==> src/design/gdbo_pkg.sv <==
// Shared types and constants for the graph traversal block.
// No dependencies; every other file refers to it by scoped names.
package gdbo_pkg;

  localparam int VERT_W       = 5;
  localparam int MAX_VERTICES = 1 << VERT_W;
  localparam int CNT_W        = VERT_W + 1;

  typedef logic [VERT_W-1:0]       vertex_t;
  typedef logic [CNT_W-1:0]        cnt_t;
  typedef logic [MAX_VERTICES-1:0] vset_t;

  typedef enum logic [1:0] {
    MODE_ADD   = 2'd0,
    MODE_CLEAR = 2'd1,
    MODE_DFS   = 2'd2,
    MODE_BFS   = 2'd3
  } mode_e;

endpackage

==> src/design/gdbo_req_if.sv <==
// Request channel of the graph traversal block: valid/ready plus payload.
// Depends on gdbo_pkg.
interface gdbo_req_if;
  logic             valid;
  logic             ready;
  gdbo_pkg::mode_e  mode;
  gdbo_pkg::vertex_t first_vertex;
  gdbo_pkg::vertex_t second_vertex;

  modport source (output valid, mode, first_vertex, second_vertex, input ready);
  modport sink   (input valid, mode, first_vertex, second_vertex, output ready);
endinterface

==> src/design/gdbo_res_if.sv <==
// Result channel of the graph traversal block: valid/ready plus payload.
// Depends on gdbo_pkg.
interface gdbo_res_if;
  logic              valid;
  logic              ready;
  gdbo_pkg::vertex_t visited_vertex;
  logic              last;

  modport source (output valid, visited_vertex, last, input ready);
  modport sink   (input valid, visited_vertex, last, output ready);
endinterface

==> src/design/gdbo_lowbit.sv <==
// Shared neighbor picker: finds the lowest set bit of a candidate vertex set.
// Depends on gdbo_pkg.
module gdbo_lowbit (
  input  gdbo_pkg::vset_t   cand_i,
  output logic              found_o,
  output gdbo_pkg::vertex_t idx_o
);

  always_comb begin
    idx_o = '0;
    // scan from the top so the lowest set bit wins
    for (int i = gdbo_pkg::MAX_VERTICES - 1; i >= 0; i--) begin
      if (cand_i[i]) begin
        idx_o = gdbo_pkg::vertex_t'(i);
      end
    end
  end

  assign found_o = |cand_i;

endmodule

==> src/design/graph_dfs_bfs_order.sv <==
// Graph traversal block: adjacency matrix, visit sequencer, stack/queue store.
// Depends on gdbo_pkg, gdbo_req_if, gdbo_res_if and gdbo_lowbit.
//
// Usage:
//   req_i carries one request: mode (add edge, clear, depth-first run,
//   breadth-first run), first_vertex and second_vertex. It is taken when
//   valid and ready are both high; ready is high only while the sequencer
//   is idle, so one request is worked on at a time.
//   res_o carries the visit order of a run, one vertex per transfer, with
//   last set on the final vertex. Add-edge and clear give no results.
// Add edge sets the bit in the first vertex's row, then the mirror bit in the
// second vertex's row; clear empties the matrix and the visited set.
// A depth-first run either pushes a new neighbor, emitting the pending vertex,
// or pops a finished vertex; with the stack empty it emits the final vertex.
// A breadth-first run loads each dequeued vertex, enqueues its newly found
// neighbors, then emits that vertex.
// Each neighbor search uses the one lowest-bit picker, which sets the pace.
// Reset clears the matrix, the visited set and the output valid flag.
// A stalled receiver holds the output register; the sequencer's emit steps wait on it.
module graph_dfs_bfs_order (
  input  logic              clk_i,
  input  logic              rst_ni,
  gdbo_req_if.sink          req_i,
  gdbo_res_if.source        res_o
);

  typedef enum logic [2:0] {
    ST_IDLE,
    ST_ADD2,
    ST_DFS,
    ST_DFS_LAST,
    ST_BFS_LOAD,
    ST_BFS_SCAN
  } state_e;

  localparam gdbo_pkg::cnt_t CNT_ONE = gdbo_pkg::cnt_t'(1);

  state_e            state_q, state_d;
  gdbo_pkg::vset_t   visited_q, visited_d;
  gdbo_pkg::cnt_t    top_q, top_d;       // stack depth, also queue tail
  gdbo_pkg::cnt_t    head_q, head_d;
  gdbo_pkg::vertex_t cur_q, cur_d;       // pending DFS vertex / current BFS vertex
  gdbo_pkg::vertex_t edge_a_q, edge_a_d;
  gdbo_pkg::vertex_t edge_b_q, edge_b_d;
  logic              res_valid_q, res_valid_d;
  gdbo_pkg::vertex_t res_vertex_q, res_vertex_d;
  logic              res_last_q, res_last_d;

  gdbo_pkg::vset_t   adj_q [gdbo_pkg::MAX_VERTICES];
  gdbo_pkg::vertex_t walk_mem [gdbo_pkg::MAX_VERTICES];

  logic              adj_set;
  logic              adj_clear;
  gdbo_pkg::vertex_t adj_row;
  gdbo_pkg::vertex_t adj_col;
  logic              mem_we;
  gdbo_pkg::vertex_t mem_waddr;
  gdbo_pkg::vertex_t mem_wdata;

  gdbo_pkg::cnt_t    top_dec;
  gdbo_pkg::vertex_t rd_addr;
  gdbo_pkg::vertex_t rd_data;
  gdbo_pkg::vertex_t row_sel;
  gdbo_pkg::vset_t   cand;
  logic              pick_found;
  gdbo_pkg::vertex_t pick_idx;
  logic              out_free;
  logic              req_fire;

  assign top_dec  = top_q - CNT_ONE;
  assign rd_addr  = (state_q == ST_DFS) ? top_dec[gdbo_pkg::VERT_W-1:0]
                                        : head_q[gdbo_pkg::VERT_W-1:0];
  assign rd_data  = walk_mem[rd_addr];
  assign row_sel  = (state_q == ST_DFS) ? rd_data : cur_q;
  assign cand     = adj_q[row_sel] & ~visited_q;
  assign out_free = !res_valid_q || res_o.ready;
  assign req_fire = req_i.valid && req_i.ready;

  gdbo_lowbit u_lowbit (
    .cand_i  (cand),
    .found_o (pick_found),
    .idx_o   (pick_idx)
  );

  assign req_i.ready          = (state_q == ST_IDLE);
  assign res_o.valid          = res_valid_q;
  assign res_o.visited_vertex = res_vertex_q;
  assign res_o.last           = res_last_q;

  always_comb begin
    state_d      = state_q;
    visited_d    = visited_q;
    top_d        = top_q;
    head_d       = head_q;
    cur_d        = cur_q;
    edge_a_d     = edge_a_q;
    edge_b_d     = edge_b_q;
    res_valid_d  = res_valid_q && !res_o.ready;
    res_vertex_d = res_vertex_q;
    res_last_d   = res_last_q;
    adj_set      = 1'b0;
    adj_clear    = 1'b0;
    adj_row      = edge_b_q;
    adj_col      = edge_a_q;
    mem_we       = 1'b0;
    mem_waddr    = top_q[gdbo_pkg::VERT_W-1:0];
    mem_wdata    = pick_idx;

    case (state_q)
      ST_IDLE: begin
        if (req_fire) begin
          case (req_i.mode)
            gdbo_pkg::MODE_ADD: begin
              adj_set  = 1'b1;
              adj_row  = req_i.first_vertex;
              adj_col  = req_i.second_vertex;
              edge_a_d = req_i.first_vertex;
              edge_b_d = req_i.second_vertex;
              state_d  = ST_ADD2;
            end
            gdbo_pkg::MODE_CLEAR: begin
              adj_clear = 1'b1;
              visited_d = '0;
            end
            gdbo_pkg::MODE_DFS: begin
              visited_d = gdbo_pkg::vset_t'(1) << req_i.first_vertex;
              cur_d     = req_i.first_vertex;
              mem_we    = 1'b1;
              mem_waddr = '0;
              mem_wdata = req_i.first_vertex;
              top_d     = CNT_ONE;
              state_d   = ST_DFS;
            end
            gdbo_pkg::MODE_BFS: begin
              visited_d = gdbo_pkg::vset_t'(1) << req_i.first_vertex;
              mem_we    = 1'b1;
              mem_waddr = '0;
              mem_wdata = req_i.first_vertex;
              top_d     = CNT_ONE;
              head_d    = '0;
              state_d   = ST_BFS_LOAD;
            end
            default: state_d = ST_IDLE;
          endcase
        end
      end

      ST_ADD2: begin
        // mirror bit of the undirected edge
        adj_set = 1'b1;
        state_d = ST_IDLE;
      end

      ST_DFS: begin
        if (!pick_found) begin
          // drop a finished vertex from the stack
          top_d = top_dec;
          if (top_q == CNT_ONE) begin
            state_d = ST_DFS_LAST;
          end
        end else if (out_free) begin
          // a new vertex follows, so the pending one is not last
          res_valid_d  = 1'b1;
          res_vertex_d = cur_q;
          res_last_d   = 1'b0;
          cur_d        = pick_idx;
          visited_d    = visited_q | (gdbo_pkg::vset_t'(1) << pick_idx);
          mem_we       = 1'b1;
          top_d        = top_q + CNT_ONE;
        end
      end

      ST_DFS_LAST: begin
        if (out_free) begin
          res_valid_d  = 1'b1;
          res_vertex_d = cur_q;
          res_last_d   = 1'b1;
          state_d      = ST_IDLE;
        end
      end

      ST_BFS_LOAD: begin
        cur_d   = rd_data;
        head_d  = head_q + CNT_ONE;
        state_d = ST_BFS_SCAN;
      end

      ST_BFS_SCAN: begin
        if (pick_found) begin
          // enqueue the next unvisited neighbor
          visited_d = visited_q | (gdbo_pkg::vset_t'(1) << pick_idx);
          mem_we    = 1'b1;
          top_d     = top_q + CNT_ONE;
        end else if (out_free) begin
          res_valid_d  = 1'b1;
          res_vertex_d = cur_q;
          res_last_d   = (head_q == top_q);
          state_d      = (head_q == top_q) ? ST_IDLE : ST_BFS_LOAD;
        end
      end

      default: state_d = ST_IDLE;
    endcase
  end

  always_ff @(posedge clk_i or negedge rst_ni) begin
    if (!rst_ni) begin
      state_q     <= ST_IDLE;
      visited_q   <= '0;
      top_q       <= '0;
      head_q      <= '0;
      res_valid_q <= 1'b0;
    end else begin
      state_q     <= state_d;
      visited_q   <= visited_d;
      top_q       <= top_d;
      head_q      <= head_d;
      res_valid_q <= res_valid_d;
    end
  end

  always_ff @(posedge clk_i) begin
    cur_q        <= cur_d;
    edge_a_q     <= edge_a_d;
    edge_b_q     <= edge_b_d;
    res_vertex_q <= res_vertex_d;
    res_last_q   <= res_last_d;
  end

  always_ff @(posedge clk_i or negedge rst_ni) begin
    if (!rst_ni) begin
      for (int r = 0; r < gdbo_pkg::MAX_VERTICES; r++) begin
        adj_q[r] <= '0;
      end
    end else if (adj_clear) begin
      for (int r = 0; r < gdbo_pkg::MAX_VERTICES; r++) begin
        adj_q[r] <= '0;
      end
    end else if (adj_set) begin
      adj_q[adj_row][adj_col] <= 1'b1;
    end
  end

  always_ff @(posedge clk_i) begin
    if (mem_we) begin
      walk_mem[mem_waddr] <= mem_wdata;
    end
  end

endmodule

==> src/flat_wrapper.sv <==
// flat-port wrapper written by rule: the top's interface ports become plain ports
module graph_dfs_bfs_order_flat 
  (clk_i, rst_ni, req_i_valid, req_i_mode, req_i_first_vertex, req_i_second_vertex, req_i_ready, res_o_valid, res_o_visited_vertex, res_o_last, res_o_ready);
  gdbo_req_if req_i_i ();
  gdbo_res_if res_o_i ();
  input  logic clk_i;
  input  logic rst_ni;
  input wire logic [$bits(req_i_i.valid)-1:0] req_i_valid;
  input wire logic [$bits(req_i_i.mode)-1:0] req_i_mode;
  input wire logic [$bits(req_i_i.first_vertex)-1:0] req_i_first_vertex;
  input wire logic [$bits(req_i_i.second_vertex)-1:0] req_i_second_vertex;
  output wire logic [$bits(req_i_i.ready)-1:0] req_i_ready;
  output wire logic [$bits(res_o_i.valid)-1:0] res_o_valid;
  output wire logic [$bits(res_o_i.visited_vertex)-1:0] res_o_visited_vertex;
  output wire logic [$bits(res_o_i.last)-1:0] res_o_last;
  input wire logic [$bits(res_o_i.ready)-1:0] res_o_ready;
  assign req_i_i.valid = req_i_valid;
  assign req_i_i.mode = req_i_mode;
  assign req_i_i.first_vertex = req_i_first_vertex;
  assign req_i_i.second_vertex = req_i_second_vertex;
  assign req_i_ready = req_i_i.ready;
  assign res_o_valid = res_o_i.valid;
  assign res_o_visited_vertex = res_o_i.visited_vertex;
  assign res_o_last = res_o_i.last;
  assign res_o_i.ready = res_o_ready;
  graph_dfs_bfs_order u_core (.clk_i(clk_i), .rst_ni(rst_ni), .req_i(req_i_i), .res_o(res_o_i));
endmodule
==> config.mk <==
export PLATFORM = sky130hd
export DESIGN_NAME = graph_dfs_bfs_order_flat
export DESIGN_NICKNAME = d
export VERILOG_FILES = /design/src/design/gdbo_pkg.sv /design/src/design/gdbo_req_if.sv /design/src/design/gdbo_res_if.sv /design/src/design/gdbo_lowbit.sv /design/src/design/graph_dfs_bfs_order.sv /design/src/flat_wrapper.sv
export SDC_FILE = /design/constraint.sdc
export NUM_CORES = 2
export LEC_CHECK = 0
export BUFFER_PORTS_ARGS = -buffer_cell sky130_fd_sc_hd__buf_2
export CAP_MARGIN = 15
export CORE_UTILIZATION = 40
export DETAILED_ROUTE_END_ITERATION = 10
export SLEW_MARGIN = 20
export SYNTH_ARGS = -nofsm -noshare
export SYNTH_HDL_FRONTEND = slang
export SYNTH_SLANG_ARGS = --single-unit
==> constraint.sdc <==
create_clock -name clk_i -period 9.5 [get_ports clk_i]
set_clock_uncertainty 0.2 [all_clocks]
set_input_delay 1.9 -clock clk_i [delete_from_list [all_inputs] [get_ports clk_i]]
set_output_delay 1.9 -clock clk_i [all_outputs]
set_load 0.01 [all_outputs]
-- Yosys cells after proc, flatten, opt, wreduce, memory -nomap -nowiden
Memory sizes are Yosys's and may differ from the RTL's.
Cells that the tools add are included.
- register bits after elaboration: 1093
- memory bits (writable): 160
- logic and storage cells: 220
- memories: 1
- memories (name ; depth ; bits a word ; read ports ; clocked after Yosys merged registers in ; wr ports ; RTL line ; RTL):
    u_core.walk_mem ; 32 ; 5 ; 1 ; 0 ; 1 ; graph_dfs_bfs_order.sv:50 ; gdbo_pkg::vertex_t walk_mem [gdbo_pkg::MAX_VERTICES];
- add/sub/neg operators: 3
- $lt $le $gt $ge: 5
- equality and inequality tests: 25
- shifts and indexed selects: 2
- mux-type cells: 112
- bitwise gates (word level): 6
- reduce and logical (&&, ||, !) cells: 24
- operator list (cell ; count):
    two-way mux 1024 bit ; 2
    OR 1024 bit ; 1
    two-way mux 5 bit ; 53
    two-way mux 32 bit ; 7
    binary-select mux 32 bit (select 5 bit) ; 1
    demux 32 bit (select 5 bit) ; 1
    one-hot mux 32 bit (3 select lines) ; 1
    one-hot mux 32 bit (2 select lines) ; 1
    << shifter 1 x 5 -> 32 bit (first input constant) ; 2
    two-way mux 6 bit ; 7
    bitwise AND 32 bit ; 1
    NOT 32 bit ; 1
    OR 32 bit ; 1
    OR reduction 32 bit ; 1
    one-hot mux 5 bit (3 select lines) ; 2
    two-way mux 1 bit ; 21
    two-way mux 3 bit ; 7
    one-hot mux 6 bit (3 select lines) ; 1
    one-hot mux 3 bit (5 select lines) ; 1
    != test 2 bit (second input constant) ; 7
    adder 6 x 1 -> 6 bit (second input constant) ; 2
    greater-or-equal comparator 6 bit (second input constant) ; 2
    NOT 5 -> 6 bit ; 2
    one-hot mux 6 bit (2 select lines) ; 1
    30 further kinds ; 51

-- Depth between registers and ports, before layout
An unclocked memory read counts as a cell.
- depth after elaboration: 46
- depth in mapped cells: 31

-- Modules after synthesis
Synthesis repeated with hierarchy kept, for this count alone.
- cells, all modules: 5901
- area total of the unflattened synthesis: 57028.4 um2
- modules (own cells, without submodules) (module ; instances ; cells each ; area each (um2) ; sequential area each (um2)):
    graph_dfs_bfs_order ; 1 ; 5836 ; 56643.1 ; 32260.9
    gdbo_lowbit ; 1 ; 65 ; 385.4 ; 0.0

-- Worst setup path before layout
Ideal clock, no wire load.
- path kind: register to register
- start: register u_core.top_q[0]
- end: memory u_core.walk_mem[0][2] (netlist name), data pin
- library setup time: 454 ps
- arrival time: 6683 ps
- data required time: 8846 ps
- slack: 2163 ps
- stages on the path, launching flop included: 26
- path buffers: 8
- clock period less this slack: 7337 ps
- cells stage by stage: dfrtp_1 -> buf_2 -> inv_1 -> ha_1 -> and4bb_2 -> a21oi_4 -> buf_4 -> nor2_1 -> a32o_1 -> nor3_4 -> o41a_1 -> buf_6 -> buf_6 -> buf_6 -> buf_4 -> buf_2 -> buf_2 -> mux2i_1 -> mux2i_1 -> a32oi_1 -> nand4_1 -> nand2_1 -> nand4_1 -> a311o_1 -> a311o_1 -> o21ai_0
- word-level cells in the longest chain between the ends: 44
- RTL lines (what ; RTL line ; RTL):
    start, declared ; graph_dfs_bfs_order.sv:40 ; gdbo_pkg::cnt_t top_q, top_d;
    start signal, assigned ; graph_dfs_bfs_order.sv:216 ; top_q <= top_d;
    subtractor 6 x 1 -> 6 bit * ; graph_dfs_bfs_order.sv:70 ; assign top_dec = top_q - CNT_ONE;
    two-way mux 5 bit * ; graph_dfs_bfs_order.sv:71 ; assign rd_addr = (state_q == ST_DFS) ? top_dec[gdbo_pkg::VERT_W-1:0]
    memory read (32 x 5 bit) * ; n/a ;
    two-way mux 5 bit * ; graph_dfs_bfs_order.sv:74 ; assign row_sel = (state_q == ST_DFS) ? rd_data : cur_q;
    NOT 5 -> 6 bit (not written as such) * ; graph_dfs_bfs_order.sv:75 ; assign cand = adj_q[row_sel] & ~visited_q;
    binary-select mux 32 bit (select 5 bit) * ; graph_dfs_bfs_order.sv:75 ;
    two-way mux 32 bit (not written as such) * (2 in series) ; graph_dfs_bfs_order.sv:75 ;
    bitwise AND 32 bit * ; graph_dfs_bfs_order.sv:75 ;
    two-way mux 5 bit (31 in series) ; gdbo_lowbit.sv:13 ; if (cand_i[i]) begin
    two-way mux 5 bit * ; gdbo_lowbit.sv:13 ;
    two-way mux 5 bit ; graph_dfs_bfs_order.sv:112 ; case (req_i.mode)
    two-way mux 5 bit ; graph_dfs_bfs_order.sv:111 ; if (req_fire) begin
    two-way mux 5 bit * ; graph_dfs_bfs_order.sv:109 ; case (state_q)
    net u_core.mem_wdata[2] ; graph_dfs_bfs_order.sv:58 ; gdbo_pkg::vertex_t mem_wdata;
    end, declared ; graph_dfs_bfs_order.sv:50 ;
Mark *: on every way through the listed nets, which the timed path passes. The rest lies on a longest branch. The select of a mux whose other input is x is not followed.

-- Final worst setup path
- start: register u_core.top_q[1]
- end: memory u_core.walk_mem[3][1] (netlist name) (enable)
- word-level cells in the longest chain between the ends: 14
- elaborated cells between the ends (all ways): 18
- classes of those cells: add/sub (1); mux (13); bitwise (2); reduce/logical (1); memory (1)
- RTL lines (what ; RTL line ; RTL):
    subtractor 6 x 1 -> 6 bit ; graph_dfs_bfs_order.sv:70 ;
    two-way mux 5 bit ; graph_dfs_bfs_order.sv:71 ;
    memory read (32 x 5 bit) ; n/a ;
    two-way mux 5 bit ; graph_dfs_bfs_order.sv:74 ;
    NOT 5 -> 6 bit (not written as such) ; graph_dfs_bfs_order.sv:75 ;
    binary-select mux 32 bit (select 5 bit) ; graph_dfs_bfs_order.sv:75 ;
    two-way mux 32 bit (not written as such) (2 in series) ; graph_dfs_bfs_order.sv:75 ;
    bitwise AND 32 bit ; graph_dfs_bfs_order.sv:75 ;
    OR reduction 32 bit ; gdbo_lowbit.sv:19 ; assign found_o = |cand_i;
    two-way mux 1 bit (on tied branches) ; graph_dfs_bfs_order.sv:189, graph_dfs_bfs_order.sv:155 ;
    one-hot mux 1 bit (3 select lines) ; graph_dfs_bfs_order.sv:109 ;
    two-way mux 1 bit ; graph_dfs_bfs_order.sv:245 ; if (mem_we) begin
    two-way mux 1 bit (not written as such) ; graph_dfs_bfs_order.sv:246 ; walk_mem[mem_waddr] <= mem_wdata;
Parallel ways exist; a longest one is shown, timed or not. The select of a mux whose other input is x is not followed.

==> results.md <==
- Number of enable flip-flop cells after synthesis: 181
- Min Tclk post-route: approximately 9 ns
- FF-to-FF path depth: 22
- Synth Instances: 6316
- CP Capture Type: flop
- Synthesized cell area: 0.0590 sq mm
- Critical R2R Launch: u_core.top_q[1]$_DFFE_PN0P_
- Port bufs: 23
- DR pass1 iterations: 6
- Slew @ Worst Pin: 1.22 ns
- Crit path launch type: flop
- CP Data Arrival Time: 9.36 ns
- Core area: 0.146 sq mm
- Asr flop ratio synth: around 86%
- Antenna Nets Post-Route: 0
- Clk root buf: clkbuf_16
- Synth unique cells: 100
- Syn Nets: approximately 6.3k
- Worst skew pair latency: 0.80 ns
- Final hold vios: 0
- Setup TNS: 0 ns
- Period utilization: a little over nine tenths
- Antenna violations before repair: 9
- Fin. max-slew vios: 0
- Site Rows: 140
- Clock sinks: 1253
- Area of the multi-input gates: 0.0247 sq mm
- # resized after CTS: 0
- Via density: 6.19
- Final #Nets: 6165
- Critical-path maximum fanout: 73
- Clock transition at path regs: 0.06 ns
- Main synth FF type: dfrtp_1
- Hold Crit Depth: 2
- Num CTS Buffers: roughly 140
- Layout fillers: 13.9k
- DRC errors left: 0
- H-tree lvl count: 4
- RSZ-0062 raised after global routing: false
- Ratio of cells with drive above 1 in the final layout: 9.56%
- Max layer used: met5
- Status: finished clean
- Gr ovfl total: 0
- CTS tree: yes
- Register area: ~0.032 sq mm
- Avg Cell Area, Syn: 9.34 sq um
- Cts hold-fix bufs: 0
- CTS max path bufs: 3
- Pin count of the biggest net entering global routing: 202
- Worst rel slew slack: between 10% and 20%
- FF-to-FF setup slack: 0.37 ns
- Post-CTS Setup Bufs: 0
- Critical path class: flop to flop
- Max Cap Violations: 0
- WHS: 0.286 ns
- Yosys warns: 0
- DR WL/cell: 27.1 microns
- Seq cells post-synth: 1253
- P_leak: about 30 nW
- Number of global-route vias before repair: roughly 48k
- Routed wl met2: 97100 microns
- Overall Global Routing Usage: between 20% and 30%
- RePlAce Congestion: 0.971
- Worst hold-check path type: flop to flop
- Chip Width: 386 microns
- Reg-to-reg endpoint: u_core.walk_mem[3][1]$_DFFE_PP_
- Die footprint: roughly 0.15 sq mm
- First-pass GRT wire length: 328000 microns
- Fmax: 0.110 GHz
- Setup-failing EPs final: 0
- Crit path required time: 9.74 ns
- Detailed-route via count: approximately 51k
- Die Ht: 386 microns
- Initial Util: 40.4%
- Seq/Total Area, Yosys: a little over half
- Hold_sp: u_core.adj_q[575]$_DFFE_PN0P_
- Power per cell area: 272 mW/mm^2
- Hold Path Sink: u_core.adj_q[575]$_DFFE_PN0P_
- Area Overhead vs Synth: 12.1%
- Peak supply drop: about 0.27 mV
- Iter 0 DRT Violations: 7154
- Routed length on met1: 91500 microns
- Detailed placement HPWL: 132000 microns
- Met3 wire len: 23500 microns
- WL final: 222000 microns
- I/O pin count: 24
[flip-flops by register name, summed over array words and instances (netlist names)]
signal and flops:
u_core.walk_mem 160, u_core.state_q 3, u_core.top_q 6, u_core.edge_a_q 5
u_core.res_o.visited_vertex 5, u_core.visited_q 32, u_core.cur_q 5, u_core.res_o.last 1
u_core.edge_b_q 5, u_core.res_o.valid 1, u_core.adj_q 1024, u_core.head_q 6
[critical path, stage by stage, from the launching register on]
cell and delay [ns]:
dfrtp_1 0.53, inv_1 0.16, ha_1 0.38, buf_4 0.24, and4bb_2 0.39, a21oi_4 0.74
nor2_1 0.17, a32o_1 0.31, nor3_4 0.44, o41a_2 0.33, buf_12 0.31, buf_12 0.40
nand2_2 0.40, nor2_1 0.32, a2111oi_0 0.16, a31oi_1 0.35, nand2_1 0.24, nand4b_1 0.31
nor4_4 0.10, and2_1 0.18, nor2_1 0.59, nand3_1 0.76, nor2_1 0.61
[cell usage in the layout, fill, tap and decap left out, types with 22 or more instances in the layout]
cell / netlist / layout
nor2_1: 1360 / 1319
a21oi_1: 1132 / 1131
dfrtp_1: 1072 / 1072
nand2_1: 583 / 583
nand3_1: 278 / 278
mux2i_1: 251 / 250
edfxtp_1: 181 / 181
buf_4: 35 / 161
clkbuf_16: 0 / 139
o21ai_0: 117 / 113
a211oi_1: 61 / 61
mux4_2: 47 / 47
a31oi_1: 39 / 38
inv_1: 37 / 37
o221ai_1: 36 / 36
nand4_1: 36 / 36
nor2_4: 0 / 35
nor3_1: 38 / 34
a22oi_1: 33 / 33
a32oi_1: 32 / 32
and3_1: 30 / 30
clkbuf_1: 352 / 29
clkbuf_8: 0 / 27
buf_12: 0 / 25
o22ai_1: 22 / 22
buf_2: 97 / 22
[where the power goes]
group          internal [W]  switching (W)
clock network       0.00334        0.00232
logic               0.00167        0.00429
registers           0.00607       0.000296
total                0.0111        0.00690
[kinds of logic after synthesis]
family                   synth area share, %
AO/OA/AOI/OAI                           16.7
XOR/XNOR                               0.163
adder cells (fa/ha/maj)               0.0849
buffers and inverters                   4.19
flip-flops                              54.7
multiplexers                            6.40
AND/OR/NAND/NOR                         17.7
[per-layer routing]
metal,vias up,GRT usage (%)
met1,25488,41.3
met2,2838,43.7
met4,10,12.9
met3,521,6.93
li1,21802,-
met5,-,0
[how the worst max path moves through the flow]
stage / from / endpoint
6_report: u_core.top_q[1]$_DFFE_PN0P_ / u_core.walk_mem[3][1]$_DFFE_PP_
5_1_grt: u_core.top_q[1]$_DFFE_PN0P_ / u_core.walk_mem[27][2]$_DFFE_PP_
4_1_cts: u_core.top_q[1]$_DFFE_PN0P_ / u_core.walk_mem[11][1]$_DFFE_PP_
3_5_place_dp: u_core.top_q[1]$_DFFE_PN0P_ / u_core.walk_mem[11][0]$_DFFE_PP_
3_3_place_gp: u_core.top_q[1]$_DFFE_PN0P_ / u_core.walk_mem[3][1]$_DFFE_PP_
2_1_floorplan: u_core.top_q[0]$_DFFE_PN0P_ / u_core.walk_mem[0][2]$_DFFE_PP_
[area by class of cell]
| type | instances | share of cell area [%] |
|---|---|---|
| Clock buffer | 195 | 5.99 |
| Timing Repair Buffer | 210 | 2.82 |
| Sequential cell | 1253 | 48.8 |
| Clock inverter | 54 | 1.19 |
| Antenna cell | 8 | 0.0303 |
| Multi-Input combinational cell | 4504 | 37.3 |
| Inverter | 39 | 0.221 |
| Tap cell | 1917 | 3.63 |
[synth_stat cells, types with 20 or more instances]
cell,count,area (sq um)
buf_2,97,485
nor3_1,38,190
nor2_1,1360,5100
nand2_1,583,2190
a31oi_1,39,244
mux2i_1,251,2510
clkbuf_1,352,1320
inv_1,37,139
buf_1,20,75.1
a211oi_1,61,458
dfrtp_1,1072,26800
a22oi_1,33,248
nand2b_1,21,131
and3_1,30,188
a21oi_1,1132,5670
o221ai_1,36,315
buf_4,35,263
a32oi_1,32,280
o22ai_1,22,138
nand3_1,278,1390
edfxtp_1,181,5440
nand4_1,36,225
a311oi_1,21,184
mux4_2,47,1060
o21ai_0,117,586
[per-stage QoR]
| stage | instance area, sq um | setup WS (ns) | std cells | total power [W] | util [%] |
|---|---|---|---|---|---|
| 2_1_floorplan | 59000 | 2.16 | 6316 | 0.00989 | - |
| 5_1_grt | 66100 | 0.00693 | 8172 | 0.0185 | 45.3 |
| 3_3_place_gp | 61300 | 0.688 | 7922 | 0.0123 | 42.0 |
| 4_1_cts | 66100 | 0.553 | 8172 | 0.0179 | 45.3 |
| 3_5_place_dp | 61300 | 0.602 | 7923 | 0.0123 | 42.0 |
| 6_report | 66100 | 0.373 | 8180 | 0.0180 | 45.3 |
(Power assumes the default switching activity.)
